File: src/sv/mte_pkg.sv
// Package for the membership table engine: sizes, operation and status codes,
// request, response and entry types, and the control word sent to the cells.
// Depends on nothing; every other file refers to it by scoped names.
`default_nettype none

package mte_pkg;

  // Table geometry.
  localparam int unsigned TableDepth = 64;
  localparam int unsigned KeyBits    = 64;
  localparam int unsigned IdxW       = (TableDepth > 1) ? $clog2(TableDepth) : 1;
  localparam int unsigned CntW       = $clog2(TableDepth + 1);
  localparam int unsigned OccW       = 7;

  // Operation codes carried in the func field.
  typedef enum logic [1:0] {
    FUNC_ADD      = 2'd0,
    FUNC_CONTAINS = 2'd1,
    FUNC_REMOVE   = 2'd2
  } func_e;

  // Result status codes.
  typedef enum logic [1:0] {
    STATUS_OK        = 2'd0,
    STATUS_DUPLICATE = 2'd1,
    STATUS_FULL      = 2'd2,
    STATUS_NOT_FOUND = 2'd3
  } status_e;

  // Sequencer states.
  typedef enum logic [1:0] {
    ST_IDLE,
    ST_SEARCH,
    ST_DECIDE,
    ST_COMMIT
  } state_e;

  // One request beat.
  typedef struct packed {
    logic [1:0]  func;
    logic [63:0] node_key;
    logic [31:0] ip_address;
    logic [15:0] port_number;
    logic [31:0] now_time;
  } req_t;

  // One response beat.
  typedef struct packed {
    logic [1:0]      status;
    logic            found;
    logic [OccW-1:0] occupancy;
  } rsp_t;

  // One table entry as held by a cell.
  typedef struct packed {
    logic [KeyBits-1:0] key;
    logic [31:0]        ip_address;
    logic [15:0]        port_number;
    logic [31:0]        heartbeat;
  } entry_t;

  // Control word broadcast to every cell.
  typedef struct packed {
    logic               search;
    logic               insert;
    logic               shift_down;
    logic [CntW-1:0]    count;
    logic [IdxW-1:0]    slot;
    logic [KeyBits-1:0] key;
  } cell_ctrl_t;

endpackage

`default_nettype wire

File: src/sv/mte_ctrl.sv
// Sequencer of the member table: request and result registers, entry count,
// match reduction and the control word for the row of cells.
// Depends on mte_pkg; instantiated by membership_table_engine.
`default_nettype none

module mte_ctrl (
  input  logic                           clk_i,
  input  logic                           rst_ni,
  input  logic                           in_valid_i,
  output logic                           in_ready_o,
  input  mte_pkg::req_t                  in_data_i,
  output logic                           out_valid_o,
  input  logic                           out_ready_i,
  output mte_pkg::rsp_t                  out_data_o,
  input  logic [mte_pkg::TableDepth-1:0] match_i,
  output mte_pkg::cell_ctrl_t            ctrl_o,
  output mte_pkg::entry_t                new_entry_o
);

  mte_pkg::state_e state_q, state_d;
  mte_pkg::req_t   req_q, req_d;
  mte_pkg::rsp_t   out_q, out_d;
  logic            out_valid_q, out_valid_d;
  logic [mte_pkg::CntW-1:0] count_q, count_d;
  logic [mte_pkg::IdxW-1:0] slot_q, slot_d;
  logic            hit_q, hit_d;

  logic            accept;
  logic            commit;
  logic            do_insert;
  logic            do_remove;
  logic [1:0]      status;
  logic            found;
  logic [mte_pkg::CntW+mte_pkg::OccW-1:0] occ_wide;

  assign accept = in_valid_i && (state_q == mte_pkg::ST_IDLE);
  assign commit = (state_q == mte_pkg::ST_COMMIT) && (!out_valid_q || out_ready_i);

  // Next state.
  always_comb begin
    state_d = state_q;
    case (state_q)
      mte_pkg::ST_IDLE:   if (accept) state_d = mte_pkg::ST_SEARCH;
      mte_pkg::ST_SEARCH: state_d = mte_pkg::ST_DECIDE;
      mte_pkg::ST_DECIDE: state_d = mte_pkg::ST_COMMIT;
      mte_pkg::ST_COMMIT: if (commit) state_d = mte_pkg::ST_IDLE;
      default:            state_d = mte_pkg::ST_IDLE;
    endcase
  end

  // Reduce the match row to a hit flag and a slot; keys are unique in the
  // table, so at most one cell matches and an OR of indices is its slot.
  always_comb begin
    hit_d  = hit_q;
    slot_d = slot_q;
    if (state_q == mte_pkg::ST_DECIDE) begin
      hit_d  = |match_i;
      slot_d = '0;
      for (int i = 0; i < mte_pkg::TableDepth; i++) begin
        if (match_i[i]) begin
          slot_d = slot_d | mte_pkg::IdxW'(i);
        end
      end
    end
  end

  // Decide the outcome of the held request.
  always_comb begin
    status    = mte_pkg::STATUS_OK;
    found     = 1'b0;
    do_insert = 1'b0;
    do_remove = 1'b0;
    case (req_q.func)
      mte_pkg::FUNC_ADD: begin
        if (hit_q) begin
          status = mte_pkg::STATUS_DUPLICATE;
        end else if (count_q == mte_pkg::CntW'(mte_pkg::TableDepth)) begin
          status = mte_pkg::STATUS_FULL;
        end else begin
          do_insert = 1'b1;
        end
      end
      mte_pkg::FUNC_CONTAINS: begin
        found = hit_q;
      end
      mte_pkg::FUNC_REMOVE: begin
        if (!hit_q) begin
          status = mte_pkg::STATUS_NOT_FOUND;
        end else begin
          do_remove = 1'b1;
        end
      end
      default: begin
        status = mte_pkg::STATUS_OK;
      end
    endcase
  end

  // Count, request and result register updates.
  always_comb begin
    req_d       = req_q;
    count_d     = count_q;
    out_d       = out_q;
    out_valid_d = out_valid_q;
    if (accept) begin
      req_d = in_data_i;
    end
    if (out_ready_i) begin
      out_valid_d = 1'b0;
    end
    if (commit) begin
      if (do_insert) begin
        count_d = count_q + 1'b1;
      end else if (do_remove) begin
        count_d = count_q - 1'b1;
      end
      out_valid_d      = 1'b1;
      out_d.status     = status;
      out_d.found      = found;
      out_d.occupancy  = occ_wide[mte_pkg::OccW-1:0];
    end
  end

  // The occupancy field carries the low bits of the new count.
  assign occ_wide = {{mte_pkg::OccW{1'b0}}, count_d};

  // Outputs towards the ports and the cells.
  always_comb begin
    in_ready_o              = (state_q == mte_pkg::ST_IDLE);
    out_valid_o             = out_valid_q;
    out_data_o              = out_q;
    ctrl_o.search           = (state_q == mte_pkg::ST_SEARCH);
    ctrl_o.insert           = commit && do_insert;
    ctrl_o.shift_down       = commit && do_remove;
    ctrl_o.count            = count_q;
    ctrl_o.slot             = slot_q;
    ctrl_o.key              = req_q.node_key[mte_pkg::KeyBits-1:0];
    new_entry_o.key         = req_q.node_key[mte_pkg::KeyBits-1:0];
    new_entry_o.ip_address  = req_q.ip_address;
    new_entry_o.port_number = req_q.port_number;
    new_entry_o.heartbeat   = req_q.now_time;
  end

  always_ff @(posedge clk_i or negedge rst_ni) begin
    if (!rst_ni) begin
      state_q     <= mte_pkg::ST_IDLE;
      count_q     <= '0;
      out_valid_q <= 1'b0;
    end else begin
      state_q     <= state_d;
      count_q     <= count_d;
      out_valid_q <= out_valid_d;
    end
  end

  // Payload registers need no reset.
  always_ff @(posedge clk_i) begin
    req_q  <= req_d;
    out_q  <= out_d;
    hit_q  <= hit_d;
    slot_q <= slot_d;
  end

endmodule

`default_nettype wire

File: config.mk
export PLATFORM = sky130hd
export DESIGN_NAME = mte_ctrl
export DESIGN_NICKNAME = d
export VERILOG_FILES = /design/src/sv/mte_pkg.sv /design/src/sv/mte_ctrl.sv
export SDC_FILE = /design/constraint.sdc
export NUM_CORES = 1
export LEC_CHECK = 0
export ABC_AREA = 1
export BUFFER_PORTS_ARGS = -buffer_cell sky130_fd_sc_hd__buf_2
export CAP_MARGIN = 20
export CORE_AREA = 2 2 177 179
export DETAILED_ROUTE_END_ITERATION = 10
export DIE_AREA = 0 0 179 181
export HOLD_SLACK_MARGIN = 0.15
export SYNTH_ARGS = -nofsm -noshare
export SYNTH_HDL_FRONTEND = slang
export SYNTH_SLANG_ARGS = --single-unit
export TNS_END_PERCENT = 20
File: constraint.sdc
create_clock -name clk_i -period 9.77 [get_ports clk_i]
set_clock_uncertainty 0.05 [all_clocks]
set_input_delay 1.4655 -clock clk_i [delete_from_list [all_inputs] [get_ports clk_i]]
set_output_delay 1.4655 -clock clk_i [all_outputs]
set_load 0.005 [all_outputs]
# After elaboration in Yosys (flattened, before gate mapping)
# Index checks and enable logic that the tools add are counted.
totals:
  rom_bits: 0
  register_bits: 173
  n_memories: 0
  latch_bits: 0
  word_cells: 191
  mem_bits_rw: 0
  in_bits: 214
classes:
  n_addsub: 2
  shift: 0
  n_mux: 157
  n_lt_le_gt_ge: 0
  reduce_logical: 11
  n_mul: 0
  n_div: 0
  n_bitwise: 0
  n_eq_ne: 8
op_table:
  columns: ["cell", "n"]
  rows:
  - ["6-bit 2-to-1 mux", 96]
  - ["5-bit 2-to-1 mux", 16]
  - ["64-bit OR reduction", 1]
  - ["7-bit 2-to-1 mux", 6]
  - ["4-bit 2-to-1 mux", 8]
  - ["2-bit 2-to-1 mux", 13]
  - ["1-bit 2-to-1 mux", 12]
  - ["3-bit 2-to-1 mux", 4]
  - ["2-bit one-hot mux with 4 select lines", 1]
  - ["7-bit by 1-bit adder with 7-bit output, second input constant", 1]
  - ["7-bit == test, second input constant", 1]
  - ["7-bit by 1-bit subtractor with 7-bit output, second input constant", 1]
  - ["2-bit == test, second input constant", 3]
  - ["2-bit by 1-bit == test with 1-bit output, second input constant", 2]
  - ["1-bit logical AND", 4]
  - ["2-bit logical NOT", 2]
  - ["2-bit one-hot mux with 2 select lines", 1]
  - ["2-bit by 1-bit inequality test with 1-bit output, second input constant", 1]
  - ["2-bit inequality test, second input constant", 1]
  - ["2-bit AND reduction", 1]
  - ["2-bit nonzero test", 1]
  - ["1-bit logical NOT", 1]
  - ["1-bit logical OR", 1]

# Logic depth before layout (Yosys ltp)
logic_depth:
  ltp_word: 128
  ltp_mapped: 11

# Worst setup path after synthesis
# OpenSTA, ideal clock, no wires.
synth_timing:
  path_kind: "input -> register"
  start: "in in_valid_i"
  end: "reg req_q, in the netlist ctrl_o[0], enable pin"
  required_ns: 9.221
  t_arrival_ns: 4.338
  setup_time_ns: 0.499
  path_stages: 2
  setup_slack_ns: 4.883
  path_cell_list: "nand2_1 > inv_1"
synth_via:
  elab_chain_cells: 1
synth_lines:
  columns: ["element", "line_no", "source"]
  rows:
  - ["start, declared", "mte_ctrl.sv:9", "input logic in_valid_i,"]
  - ["1-bit logical AND", "mte_ctrl.sv:36", "assign accept = in_valid_i && (state_q == mte_pkg::ST_IDLE);"]
  - ["via accept", "mte_ctrl.sv:28", "logic accept;"]
  - ["end signal, assigned", "mte_ctrl.sv:158", "req_q <= req_d;"]
  - ["end, declared", "mte_ctrl.sv:21", "mte_pkg::req_t req_q, req_d;"]
# The timed path passes the listed nets, and every way through them passes these cells.
# A chain may end at the register's enable or synchronous reset.

==> impl_metrics.env <==
export IMPL_end_kind="primary output"
export IMPL_clkLatencyLatePin_ns=0.44
export IMPL_seq_power_share_pct=47.2
export IMPL_setup_worst_path_start="out_ready_i"
export IMPL_grt_first_pass_wirelength_mm=33.0
export IMPL_fin_util_pct=32.1
export IMPL_power_density_nw_per_um2=229
export IMPL_synth_xor_area_share_pct=0.110
export IMPL_htreeDepth=4
export IMPL_min_period_over_period_pct=36.9
export IMPL_synth_compound_area_share_pct=0.755
export IMPL_setup_tns_ns=0
export IMPL_core_area_um2=30300
export IMPL_ff2ff_path_depth=5
export IMPL_syn_nets=864
export IMPL_slowest_delay_ns=0.19
export IMPL_worst_pin_slew_ns=0.872
export IMPL_p_sw_uw=638
export IMPL_r2r_end="ctrl_o[47]"
export IMPL_ctsResizeCount=0
export IMPL_antenna_found_initial=4
export IMPL_crit_path_start_kind="primary input"
export IMPL_rsz0062_at_grt="false"
export IMPL_cap_violations=0
export IMPL_hold_viol=0
export IMPL_cp_required_ns=8.25
export IMPL_grt_max_degree=89
export IMPL_post_cts_buffers=0
export IMPL_clock_sinks=173
export IMPL_ys_ff_latch=173
export IMPL_path_class="primary input to primary output"
export IMPL_synth_simple_area_share_pct=11.0
export IMPL_leakage_nw=4.24
export IMPL_hpwlAfterDp_mm=19.0
export IMPL_finalWirelength_mm=23.7
export IMPL_cts_tree="done"
export IMPL_viasPerCell=4.04
export IMPL_switching_share_pct=28.6
export IMPL_drt_iter0_drc=265
export IMPL_power_frac_clock_pct=32.2
export IMPL_place_gp_congestion=0.885
export IMPL_syn_to_final_growth_pct=22.5
export IMPL_crit_path_end="ctrl_o[78]"
export IMPL_worstHoldStart="out_valid_o"
export IMPL_mostFrequentLayoutCells="449 x buf_2, 163 x edfxtp_1, 64 x nand2_1"
export IMPL_p_comb_share_pct=20.6
export IMPL_synth_fa_ha_area_share_pct=1.10
export IMPL_r2r_start="state_q[1]"
export IMPL_synthCells=643
export IMPL_layout_commonest_cell="buf_2"
export IMPL_ys_seq_area_share_pct=64.6
export IMPL_cts_path_max_buffers=2
export IMPL_synth_area_per_cell_um2=12.4
export IMPL_rows=64
export IMPL_drtPass1Iterations=5
export IMPL_routedWlPerCell_um=18.0
export IMPL_grt_use_total_pct=14.2
export IMPL_drive_above_1_share_pct=53.7
export IMPL_num_vias=5310
export IMPL_overflow=0
export IMPL_worst_ep_arrival_time_ns=2.09
export IMPL_ir_drop_mv=0.110
export IMPL_hold_path_class="register to register"
export IMPL_yosysWarnings=0
export IMPL_remaining_drc_errors=0
export IMPL_synth_top_family_by_area="buffers and inverters"
export IMPL_start_util_pct=26.2
export IMPL_min_period_ns=3.60
export IMPL_crit_chain="buf_2 > inv_1 > nand2_1 > nand2_1 > nor2_1 > buf_2"
export IMPL_status="finished clean"
export IMPL_crit_family="simple AND/OR/NAND/NOR gates"
export IMPL_cp_num_cells=6
export IMPL_die_w_um=179
export IMPL_io_pins=450
export IMPL_cp_slowest_cell="nand2_1"
export IMPL_grt_pass1_vias=5484
export IMPL_port_buffers=449
export IMPL_rrSetupSlack_ns=7.00
export IMPL_die_y_um=181
export IMPL_ant_nets=0
export IMPL_muxShareOfSynthArea_pct=0
export IMPL_die_area_um2=32400
export IMPL_slew_headroom_pct=41.8
export IMPL_hold_buffers=0
export IMPL_cts_buffers=17
export IMPL_path_clk_slew_ns=0.06
export IMPL_syn_area_um2=7960
export IMPL_nets=1124
export IMPL_setup_violations=0
export IMPL_slew_violations=0
export IMPL_crit_buf_inv=3
export IMPL_max_freq_mhz=278
export IMPL_cp_max_fo=7
export IMPL_synth_cell_type_count=27
export IMPL_root_buffer="clkbuf_16"
export IMPL_internal_power_mw=1.60
-- sequential cells by signal, indices dropped and copies added (netlist names) --
| register | cells |
|---|---|
| ctrl_o | 64 |
| out_valid_o | 1 |
| slot_q | 6 |
| hit_q | 1 |
| count_q | 7 |
| out_data_o | 10 |
| new_entry_o | 80 |
| state_q | 2 |
| req_q | 2 |
-- power by group through the flow --
stage | sequential (mW) | clock, mW | combinational [mW]
finish | 1.05 | 0.719 | 0.460
global route | 1.07 | 0.770 | 0.513
CTS | 1.06 | 0.743 | 0.475
detailed placement | 1.07 | 0 | 0.472
global placement | 1.07 | 0 | 0.471
floorplan | 1.07 | 0 | 0.356
-- final cells by class --
class,count,area (um2)
antenna,2,5.00
clock buffer,20,437
clock inverter,11,168
fill,3127,20600
inverter,52,214
multi-input combinational,209,1030
sequential,173,5140
tap,396,495
timing repair buffer,450,2250
-- synth_stat cells --
cell type	count	area [um2]
nor4_1	10	62.6
nand2_2	2	12.5
nand2_1	64	240
clkinv_1	1	3.75
edfxtp_1	163	4890
ha_1	7	87.6
nor3b_1	1	7.51
xnor2_1	1	8.76
nor2_2	3	18.8
nand3_4	2	35.0
dfrtp_1	10	250
bufinv_8	1	17.5
nor2_1	58	218
o21ai_1	4	20.0
nor2_4	2	22.5
nand4_1	13	81.3
a21oi_1	3	15.0
buf_6	1	11.3
a21oi_2	1	8.76
buf_4	208	1560
o22ai_1	1	6.26
or2_1	2	12.5
inv_2	3	11.3
nand3_1	20	100
inv_1	47	176
o21ai_0	2	10.0
nor3_1	13	65.1
-- how the worst min path moves through the flow --
stage | end | cells past startpoint
after floorplan | state_q[0] | 2
after global placement | out_valid_o | 2
after detailed placement | out_valid_o | 2
after CTS | out_valid_o | 2
after global routing | out_valid_o | 2
final | out_valid_o | 2
-- kinds of logic after synthesis --
kind of cell	after synthesis
AND/OR/NAND/NOR	190
buffers and inverters	261
adder cells (fa/ha/maj)	7
XOR/XNOR	1
flip-flops	173
AO/OA/AOI/OAI	11
-- tightest hold or removal path: cells and delay by family, from the launching register on --
family / cells / cell delay (ns)
and+or+nand+nor: 2 / 0.14
DFF: 1 / 0.37
-- layer usage --
metal | GRT usage [%] | vias up | wire length [um]
met5 | 0 | - | 13
met4 | 6.99 | 2 | 702
met3 | 5.51 | 42 | 2400
met2 | 25.3 | 290 | 12200
met1 | 14.3 | 2497 | 8360
li1 | - | 2479 | -
-- stage by stage --
stage	setup slack, ns	hold WS (ns)	std cells	cell area, um2	power, mW
after floorplan	4.88	0.457	643	7960	1.43
after global placement	6.20	0.473	1280	9140	1.54
after detailed placement	6.15	0.475	1280	9140	1.54
after CTS	6.17	0.494	1311	9750	2.27
after global routing	6.12	0.517	1312	9750	2.36
final	6.17	0.492	1313	9750	2.23
No activity file was read; power rests on OpenSTA's default activity.
