## src/sv/mte_pkg.sv

```systemverilog
// Package for the membership table engine: sizes, operation and status codes,
// request, response and entry types, and the control word sent to the cells.
// Depends on nothing; every other file refers to it by scoped names.
`default_nettype none

package mte_pkg;

  // Table geometry.
  localparam int unsigned TableDepth = 64;
  localparam int unsigned KeyBits    = 64;
  localparam int unsigned IdxW       = (TableDepth > 1) ? $clog2(TableDepth) : 1;
  localparam int unsigned CntW       = $clog2(TableDepth + 1);
  localparam int unsigned OccW       = 7;

  // Operation codes carried in the func field.
  typedef enum logic [1:0] {
    FUNC_ADD      = 2'd0,
    FUNC_CONTAINS = 2'd1,
    FUNC_REMOVE   = 2'd2
  } func_e;

  // Result status codes.
  typedef enum logic [1:0] {
    STATUS_OK        = 2'd0,
    STATUS_DUPLICATE = 2'd1,
    STATUS_FULL      = 2'd2,
    STATUS_NOT_FOUND = 2'd3
  } status_e;

  // Sequencer states.
  typedef enum logic [1:0] {
    ST_IDLE,
    ST_SEARCH,
    ST_DECIDE,
    ST_COMMIT
  } state_e;

  // One request beat.
  typedef struct packed {
    logic [1:0]  func;
    logic [63:0] node_key;
    logic [31:0] ip_address;
    logic [15:0] port_number;
    logic [31:0] now_time;
  } req_t;

  // One response beat.
  typedef struct packed {
    logic [1:0]      status;
    logic            found;
    logic [OccW-1:0] occupancy;
  } rsp_t;

  // One table entry as held by a cell.
  typedef struct packed {
    logic [KeyBits-1:0] key;
    logic [31:0]        ip_address;
    logic [15:0]        port_number;
    logic [31:0]        heartbeat;
  } entry_t;

  // Control word broadcast to every cell.
  typedef struct packed {
    logic               search;
    logic               insert;
    logic               shift_down;
    logic [CntW-1:0]    count;
    logic [IdxW-1:0]    slot;
    logic [KeyBits-1:0] key;
  } cell_ctrl_t;

endpackage

`default_nettype wire

```

## src/sv/mte_cell.sv

```systemverilog
// One cell of the member table: holds a single entry and its match flag.
// Depends on mte_pkg; instantiated in a row by membership_table_engine.
`default_nettype none

module mte_cell (
  input  logic                     clk_i,
  input  logic                     rst_ni,
  input  logic [mte_pkg::IdxW-1:0] idx_i,
  input  mte_pkg::cell_ctrl_t      ctrl_i,
  input  mte_pkg::entry_t          below_i,
  input  mte_pkg::entry_t          above_i,
  output mte_pkg::entry_t          entry_o,
  output logic                     match_o
);

  mte_pkg::entry_t entry_q, entry_d;
  logic            match_q, match_d;
  logic            in_use;

  // A cell is in use when its position lies below the entry count.
  assign in_use = mte_pkg::CntW'(idx_i) < ctrl_i.count;

  // Inserts push the whole row up by one; removals close the gap from above.
  always_comb begin
    entry_d = entry_q;
    if (ctrl_i.insert) begin
      entry_d = below_i;
    end else if (ctrl_i.shift_down && (idx_i >= ctrl_i.slot)) begin
      entry_d = above_i;
    end
  end

  // The match flag is refreshed during the search cycle only.
  always_comb begin
    match_d = match_q;
    if (ctrl_i.search) begin
      match_d = in_use && (entry_q.key == ctrl_i.key);
    end
  end

  // Entry contents need no reset.
  always_ff @(posedge clk_i) begin
    entry_q <= entry_d;
  end

  always_ff @(posedge clk_i or negedge rst_ni) begin
    if (!rst_ni) begin
      match_q <= 1'b0;
    end else begin
      match_q <= match_d;
    end
  end

  assign entry_o = entry_q;
  assign match_o = match_q;

endmodule

`default_nettype wire

```

## config.mk

```make
export PLATFORM = sky130hd
export DESIGN_NAME = mte_cell
export DESIGN_NICKNAME = d
export VERILOG_FILES = /design/src/sv/mte_pkg.sv /design/src/sv/mte_cell.sv
export SDC_FILE = /design/constraint.sdc
export NUM_CORES = 1
export LEC_CHECK = 0
export ABC_AREA = 1
export BUFFER_PORTS_ARGS = -buffer_cell sky130_fd_sc_hd__buf_2
export CAP_MARGIN = 0
export CORE_AREA = 2 2 205 207
export DETAILED_ROUTE_END_ITERATION = 10
export DIE_AREA = 0 0 207 209
export PLACE_DENSITY = 0.4
export SKIP_LAST_GASP = 1
export SYNTH_ARGS = -nofsm -noshare
export SYNTH_HDL_FRONTEND = slang
export SYNTH_SLANG_ARGS = --single-unit
```

## constraint.sdc

```tcl
create_clock -name clk_i -period 1.1 [get_ports clk_i]
set_input_delay 0.11 -clock clk_i [delete_from_list [all_inputs] [get_ports clk_i]]
set_output_delay 0.11 -clock clk_i [all_outputs]
set_load 0.005 [all_outputs]
```

=== Yosys cells after proc, flatten, opt, wreduce, memory -nomap -nowiden ===
Index checks and enable logic that the tools add are counted.

* Shift-type cells: 0
* Multiplexer cells: 2
* Add/sub/neg operators: 0
* Eq/ne operators: 1
* Div/mod/pow operators: 0
* Bitwise operators: 0
* Order comparisons: 2
* Reductions and logical operators: 3
* Multiply operators: 0

{| class="wikitable"
|+ Operator list
! kind !! count
|-
| $mux W144 || 2
|-
| $eq A64 B64 Y1 || 1
|-
| $lt A6 B7 Y1 || 1
|-
| $ge A6 B6 Y1 || 1
|-
| $logic_and A1 B1 Y1 || 2
|-
| $reduce_bool A2 Y1 || 1
|}

* Register bits after elaboration: 145
* Bits in writable memories: 0
* Bits in latches: 0
* Input port bits: 376
* Logic and storage cells: 13
* Output and inout port bits: 145
* Memories: 0
* Bits in read-only memories: 0

=== Depth between registers and ports, before layout ===
Gate-level depths: netlist of run 1.

* Word-level depth: 4
* Depth in mapped cells: 11
* Mapped depth without buffers: 11

=== Worst setup path after synthesis of run 1 ===
Ideal clock, no wire load.

* Path kind: in2reg
* From: in ctrl_i[65] (netlist name)
* To: reg entry_q, in the netlist entry_o[0], enable pin
* Required time: -129 ps
* Library setup time: 1229 ps
* Stages: 8
* Setup slack: -3263 ps
* Buffers on the path: 0
* Data arrival time: 3133 ps
* Cells stage by stage: inv_1 -> ha_1 -> inv_1 -> nor2_1 -> o211ai_1 -> o2111ai_1 -> nand2_1 -> nand2_1

* Word-level cells in the longest chain between the ends: 3

{| class="wikitable"
|+ Ends and longest elaborated chain
! what !! RTL line !! RTL
|-
| start, declared || mte_cell.sv:9 || <nowiki>input mte_pkg::cell_ctrl_t ctrl_i,</nowiki>
|-
| $ge A6 B6 Y1 || mte_cell.sv:28 || <nowiki>end else if (ctrl_i.shift_down && (idx_i >= ctrl_i.slot)) begin</nowiki>
|-
| $logic_and A1 B1 Y1 || mte_cell.sv:28 ||
|-
| $reduce_bool A2 Y1 (no line) || -- ||
|-
| end signal, assigned || mte_cell.sv:43 || <nowiki>entry_q <= entry_d;</nowiki>
|-
| end, declared || mte_cell.sv:16 || <nowiki>mte_pkg::entry_t entry_q, entry_d;</nowiki>
|}

No other way between the ends.
A chain may end at the register's enable or synchronous reset.

=== Worst setup path after layout of run 1 ===
* From: in ctrl_i[65] (netlist name)
* To: reg entry_q, in the netlist entry_o[58], enable pin

The elaborated chain is that of the path after synthesis.

==> reports/qor.txt, run 1 <==
Instance count on the critical path - 12
RSZ-0062 raised after global routing - true
Initial antenna violation count - 4
Sequential share of power - 37.9%
CTS tree - done
Placer Congestion - 0.8912
Fin worst setup slack - -322.6 ps
DR vias/cell - 3.942
Die height - 209 um
Failing checks - setup timing
Outcome - finished, violations left
Synth Area in Adders - 1.811%
CP max stage delay - 220 ps
Worst hold path class - in -> reg
Psw - 5.359 mW
Avg Cell Area, Syn - 8.101 um^2
Setup TNS - -42380 ps
First-pass GRT wire length - 55.61 mm
H-tree Lvls - 4
Io pins - 521
Part of the Yosys area used for sequential elements - 57.24%
P_int - 13.98 mW
ANT nets after route - 0
HPWL after DPL - 27.33 mm
Max Cap Viol - 0
Cell family with most CP delay - buffers and inverters
Pre-CTS WS - -776.9 ps
CP Class - in -> reg
Worst Tran Pin Value - 411.8 ps
Critical path capture point - entry_o[58]
DRT iter0 DRCs - 407
CP dominant cell by count - buf_12
Synth unique cells - 19
Critical Path Start Type - input pin
Worst r2r path cells - 7
Critical path fanouts, max - 7
Hold Slack - 24.21 ps
Final Cycle Share - 129.3%
CTS Buf Count - 17
Max Slew Vio Count - 0
Initial core utilization - 18.40%
GRT overflow - 0
Num rows - 75
Crit path arrival time - 1630 ps
CP endpoint kind - flip-flop
Clock latency on the worst-skew pair - 440 ps
Clk_skew - 7.439 ps
Min Tclk post-route - 1423 ps
Reg2reg setup slack - -260 ps
Biggest area consumer among synthesized cells - edfxtp_1
Slew headroom - 72.55%
Worst r2r src - entry_o[127]
Core ar. - 41290 um^2
DR pass1 iterations - 5
Max Root-Sink Buffers - 2
Top cells by area, synth - edfxtp_1 (57%), nand2_1 (28%), inv_1 (4.3%)
CTS sink count - 145
Post-Synthesis Cells - 938
Peak supply drop - 0.9145 mV
CTS Root Cell - clkbuf_16
Post-synthesis mux area share - 0%
Cell Chain, Critical Path - buf_8 -> inv_12 -> ha_4 -> inv_2 -> nor2_1 -> o211ai_1 -> o2111ai_2 -> nand2_2 -> nand2_8 -> buf_12 -> buf_12 -> buf_16
Synth Net Count - 1325
Crit path launch - ctrl_i[65]
#FFs+latches synth - 145
Sw frac - 27.71%
P_leak - 8.116 nW
Cell area after synthesis - 7599 um^2
Logic pwr share - 27.9%
RR Endpoint - match_o
Clock power share - 34.2%
Wire per inst - 15.78 um
Layout area overhead - 109.2%
Via count - 9347
Largest net degree at the start of global routing - 92
Simple logic cell fraction of the synthesized area - 31.09%
I/O Buffers - 520
Largest family of logic cells by synthesized area - simple AND/OR/NAND/NOR gates
Final setup fails - 200
Total Nets Final - 2204
Crit path buffers/inverters - 6
Max Fclk - 703.0 MHz
Crit path max-delay cell type - ha_4
Total Routed Length - 37.42 mm
GR Util All Layers - 17.10%
Yosys Warn Count - 0
Synth Area in XOR/XNOR - 1.844%
Die width - 207 um
# DRC - 0
Power per standard cell area - 1217 nW/um^2
Die area - 43260 um^2
Critical Path RT - 1300 ps
Synth Area in Compound Gates - 1.400%
Share of layout cells above drive strength 1 - 36.67%
Clk slew on worst S/H paths - 60 ps
Hold Fails Final Rpt - 0
Top cell type's share of synthesized area - 56.91%
Vias in the first global route - 9840
[layout by cell type (no fill, tap or decap), drive strengths merged]
cell / synthesis / routed
a21oi: 5 / 5
buf: 24 / 613
bufinv: 0 / 4
clkbuf: 7 / 18
clkinv: 0 / 1
clkinvlp: 0 / 1
dfrtp: 1 / 1
diode: 0 / 2
dlygate4sd3: 0 / 276
edfxtp: 144 / 144
ha: 11 / 11
inv: 89 / 98
nand2: 558 / 559
nand3: 3 / 3
nand4: 3 / 3
nor2: 61 / 61
nor3: 1 / 1
o2111ai: 1 / 1
o211ai: 1 / 1
o21ai: 13 / 13
xnor2: 12 / 12
xor2: 4 / 4
[kinds of logic after synthesis]
| kind of cell | Yosys count |
|---|---|
| compound gates | 20 |
| xor+xnor | 16 |
| fa+ha+maj | 11 |
| buf+inv | 120 |
| flops | 145 |
| simple gates | 626 |
[worst min-delay path by stage]
stage	startpoint	end	slack (ps)	cells past startpoint
after global placement	rst_ni	match_o	-110	1
after CTS	below_i[60]	entry_o[60]	0.8	3
after detailed placement	rst_ni	match_o	-110	1
after global routing	above_i[123]	entry_o[123]	4	3
after floorplan	rst_ni	match_o	-190	0
final	below_i[60]	entry_o[60]	20	3
[power by group through the flow]
stage / combinational (mW) / clock [mW] / sequential (mW)
floorplan: 1.19 / 0 / 7.49
global placement: 3.79 / 0 / 7.41
detailed placement: 3.78 / 0 / 7.42
CTS: 5.35 / 6.87 / 7.33
global route: 5.88 / 7.09 / 7.43
finish: 5.39 / 6.61 / 7.34
[worst register-to-register path: stages (launching register included)]
cell and delay, ps:
edfxtp_1 420, xor2_1 180, nor3_2 250, buf_4 150, nand2_1 50, nor2_2 90
nand3_1 90, nand2_1 70
[per-stage QoR]
step	power, mW	instances	cell area [um^2]	util [%]
3_3_place_gp	11.20	2031	11390	27.59
4_1_cts	19.54	2366	15780	38.21
5_1_grt	20.39	2371	15900	38.50
2_1_floorplan	8.681	938	7665	-
3_5_place_dp	11.20	2031	11390	27.59
6_report	19.34	2371	15900	38.50
[state kept, by name, indices dropped and copies added, names as in the netlist]
| name | cells |
|---|---|
| entry_o | 144 |
| match_o | 1 |
[cell type report]
class,instances,area (um^2)
inverter,89,349.1
timing repair buffer,890,6982
clock inverter,15,237.7
antenna,2,5.005
multi-input combinational,674,2874
fill,4097,25390
sequential,145,4349
clock buffer,17,425.4
tap,539,674.4
[synthesized netlist by cell type]
library cell,n
buf_4,8
nand2_1,558
nand4_1,3
inv_1,88
o21ai_0,13
inv_4,1
o211ai_1,1
a21oi_1,5
nand3_1,3
nor3_1,1
ha_1,11
buf_2,16
xor2_1,4
dfrtp_1,1
o2111ai_1,1
nor2_1,61
clkbuf_1,7
xnor2_1,12
edfxtp_1,144
[layer usage]
metal  GRT usage [%]  vias to the layer above  share of wire [%]
met5               0                        -              0.080
met2           29.31                      430                 48
li1                -                     4675                  -
met1           19.35                     4165                 40
met3           4.719                       73                6.5
met4           9.138                        4                4.8
[repair_timing]
item	in CTS	in global routing
hold buffers	276	0
gates cloned	15	1
endpoints found under the hold margin	142	0
pin swaps	5	12
buffers inserted	13	12
gates resized for setup	99	40
setup endpoints to repair	248	271
Note: power is estimated with default switching activity, not from simulation.
==> run 2, diff against run 1 <==
--- a/config.mk
+++ b/config.mk
@@ -5,12 +5,12 @@
 export SDC_FILE = /design/constraint.sdc
 export NUM_CORES = 1
 export LEC_CHECK = 0
-export ABC_AREA = 1
+export ABC_AREA = 0
 export BUFFER_PORTS_ARGS = -buffer_cell sky130_fd_sc_hd__buf_2
 export CAP_MARGIN = 0
-export CORE_AREA = 2 2 205 207
+export CORE_AREA = 2 2 200 202
 export DETAILED_ROUTE_END_ITERATION = 10
-export DIE_AREA = 0 0 207 209
+export DIE_AREA = 0 0 202 204
 export PLACE_DENSITY = 0.4
 export SKIP_LAST_GASP = 1
 export SYNTH_ARGS = -nofsm -noshare
==> run 2 against run 1 <==
  * The flow still finishes with violations (setup timing)
  * Sequential power fell by 0.5%
  * Via count decreased by 25%
  * Design area decreased by 8.7%
  * Non-clock buffer count shrank 16
  * Fmax is 17% lower
  * Routed wire length shrank 19%
  * Sequential share of layout area increased by 2.6 points
  * Clock skew is 2.1 ps lower
  * Critical path depth stayed put
  * Combinational power fell by 20%
  * Clock power down 8.6%
  * Largest cell class unchanged
  * Highest routed layer is now met4
==> reports/qor.txt, run 2 <==
Outcome - finished, violations left
Failing checks - setup timing
Core ar. - 39180 um^2
Share of flip-flops with an asynchronous set or reset - 0.6897%
Yosys Warn Count - 0
Post-Synthesis Cells - 435
I/O Buffers - 520
Synth Net Count - 822
Num rows - 73
Total Nets Final - 1699
Placer Congestion - 0.7915
Synth unique cells - 26
RR Endpoint - match_o
Die area - 41210 um^2
Setup TNS - -77770 ps
CP Class - in -> reg
Crit path arrival time - 1910 ps
Worst r2r path cells - 6
RSZ-0062 raised after global routing - true
Via count - 7054
Vias in the first global route - 7796
Clock latency on the worst-skew pair - 430 ps
Worst r2r src - entry_o[89]
Final Cycle Share - 156.1%
Number of synthesized flops with an enable pin - 144
Largest net degree at the start of global routing - 48
Top cells by area, synth - edfxtp_1 (61%), mux2_2 (23%), xnor2_1 (4.6%)
Min Tclk post-route - 1717 ps
Peak supply drop - 1.034 mV
Hold Path End - entry_o[143]
Initial core utilization - 18.00%
Fin worst setup slack - -616.6 ps
Clk slew on worst S/H paths - 60 ps
Wire per inst - 16.41 um
ANT nets after route - 0
CTS Buf Count - 17
Layout area overhead - 105.9%
Clk_skew - 5.340 ps
Reg2reg setup slack - -610 ps
CP endpoint kind - flip-flop
P_leak - 6.387 nW
Critical Path Start Type - input pin
Critical path fanouts, max - 8
Power per standard cell area - 1217 nW/um^2
Share of layout cells above drive strength 1 - 58.57%
Max Cap Viol - 0
Die height - 204 um
CTS Root Cell - clkbuf_16
HPWL after DPL - 21.60 mm
# DRC - 0
Max Slew Vio Count - 0
Max Fclk - 582.6 MHz
Fill count - 3800
CTS sink count - 145
Worst hold path class - in -> reg
Biggest area consumer among synthesized cells - edfxtp_1
Most frequent cells in the layout - buf_2 (519), dlygate4sd3_1 (281), mux2_2 (144), edfxtp_1 (144), buf_4 (57)
Top cell type's share of synthesized area - 61.31%
WHS Path Cells - 2
DR vias/cell - 3.809
Slew headroom - 69.22%
Max reg flops - 144
Critical Path RT - 1300 ps
CTS tree - done
Hold Fails Final Rpt - 0
First-pass GRT wire length - 42.90 mm
Initial antenna violation count - 1
DR pass1 iterations - 4
Dominant register cell in the synthesized netlist - edfxtp_1
DRT iter0 DRCs - 267
#FFs+latches synth - 145
Die width - 202 um
Hold path startpoint - below_i[143]
Final setup fails - 188
Part of the Yosys area used for sequential elements - 61.66%
Worst Tran Pin Value - 457.5 ps
Commonest non-fill, non-tap cell in the layout - buf_2
Cell area after synthesis - 7053 um^2
Total Routed Length - 30.39 mm
List of most frequent post-synthesis cells - edfxtp_1 (144), mux2_2 (144), xnor2_1 (37)
Hold Slack - 29.34 ps
H-tree Lvls - 4
Max Root-Sink Buffers - 2
GR Util All Layers - 13.86%
Avg Cell Area, Syn - 16.21 um^2
Io pins - 521
GRT overflow - 0
==> run 2: power breakdown <==
group / total, mW / leakage (nW) / switching (mW) / internal (mW)
clock network: 6.04 / 0.294 / 2.45 / 3.59
registers: 7.30 / 1.45 / 0.334 / 6.96
logic: 4.33 / 4.65 / 1.66 / 2.67
total: 17.7 / 6.39 / 4.45 / 13.2
==> run 2: cell families (layout without fill, tap and decap cells) <==
logic type               Yosys count  in the layout  synth area share [%]
flip-flops                       145            145                 61.66
multiplexers                     144            144                 22.99
XOR/XNOR                          60             60                 7.451
AND/OR/NAND/NOR                   29             29                 2.519
AO/OA/AOI/OAI                     14             14                 1.437
adder cells (fa/ha/maj)           11             11                 1.951
other                              0              2                     0
buffers and inverters             32            922                 1.987
==> run 2: what timing repair did <==
action | in CTS | in global routing
buffers inserted | 0 | 4
pin swaps | 3 | 3
cloned | 0 | 8
hold endpoints to repair | 143 | 4
hold buffers | 277 | 4
resized for setup | 6 | 1
setup endpoints to repair | 224 | 267
==> run 2: worst max path at each step <==
| stage | to | start |
|---|---|---|
| floorplan | entry_o[0] | idx_i[0] |
| global placement | entry_o[7] | idx_i[0] |
| detailed placement | entry_o[4] | idx_i[0] |
| CTS | match_o | entry_o[89] |
| global route | match_o | entry_o[122] |
| finish | entry_o[127] | idx_i[0] |
==> run 2: final cells by class <==
class                           count  area (um^2)  area share, %
Clock buffer                       17        425.4          2.930
Timing Repair Buffer              874         6216          42.81
Inverter                           16        62.56         0.4308
Tap cell                          525        656.9          4.524
Multi-Input combinational cell    258         2626          18.09
Clock inverter                     15        180.2          1.241
Sequential cell                   145         4349          29.95
Antenna cell                        2        5.005        0.03446
==> run 2: worst max-delay path, cell delays in order <==
cell	delay, ps
buf_2	120
inv_4	50
ha_4	180
nand2b_1	140
a21o_1	150
a21o_1	170
a211oi_2	250
o31ai_4	120
buf_12	150
buf_4	140
clkbuf_16	170
buf_4	160
==> run 2: routing by layer <==
layer	global-route usage (%)	vias to the layer above	wire (um)	part of all wire (%)
li1	-	3422	-	-
met1	14.86	3234	11840	39
met2	24.68	347	15360	51
met3	4.879	51	2306	7.6
met4	5.961	0	886	2.9
met5	0	-	0	0
==> run 2: stage by stage <==
step / instance area (um^2) / power (mW) / cells / utilization, % / setup WS [ps]
5_1_grt: 14520 / 18.57 / 1851 / 37.05 / -766.5
4_1_cts: 14210 / 17.73 / 1834 / 36.27 / -659.2
2_1_floorplan: 7132 / 8.610 / 435 / - / -3675
6_report: 14520 / 17.67 / 1852 / 37.06 / -616.6
3_3_place_gp: 10800 / 10.80 / 1525 / 27.56 / -822.2
3_5_place_dp: 10800 / 10.77 / 1525 / 27.56 / -829.3
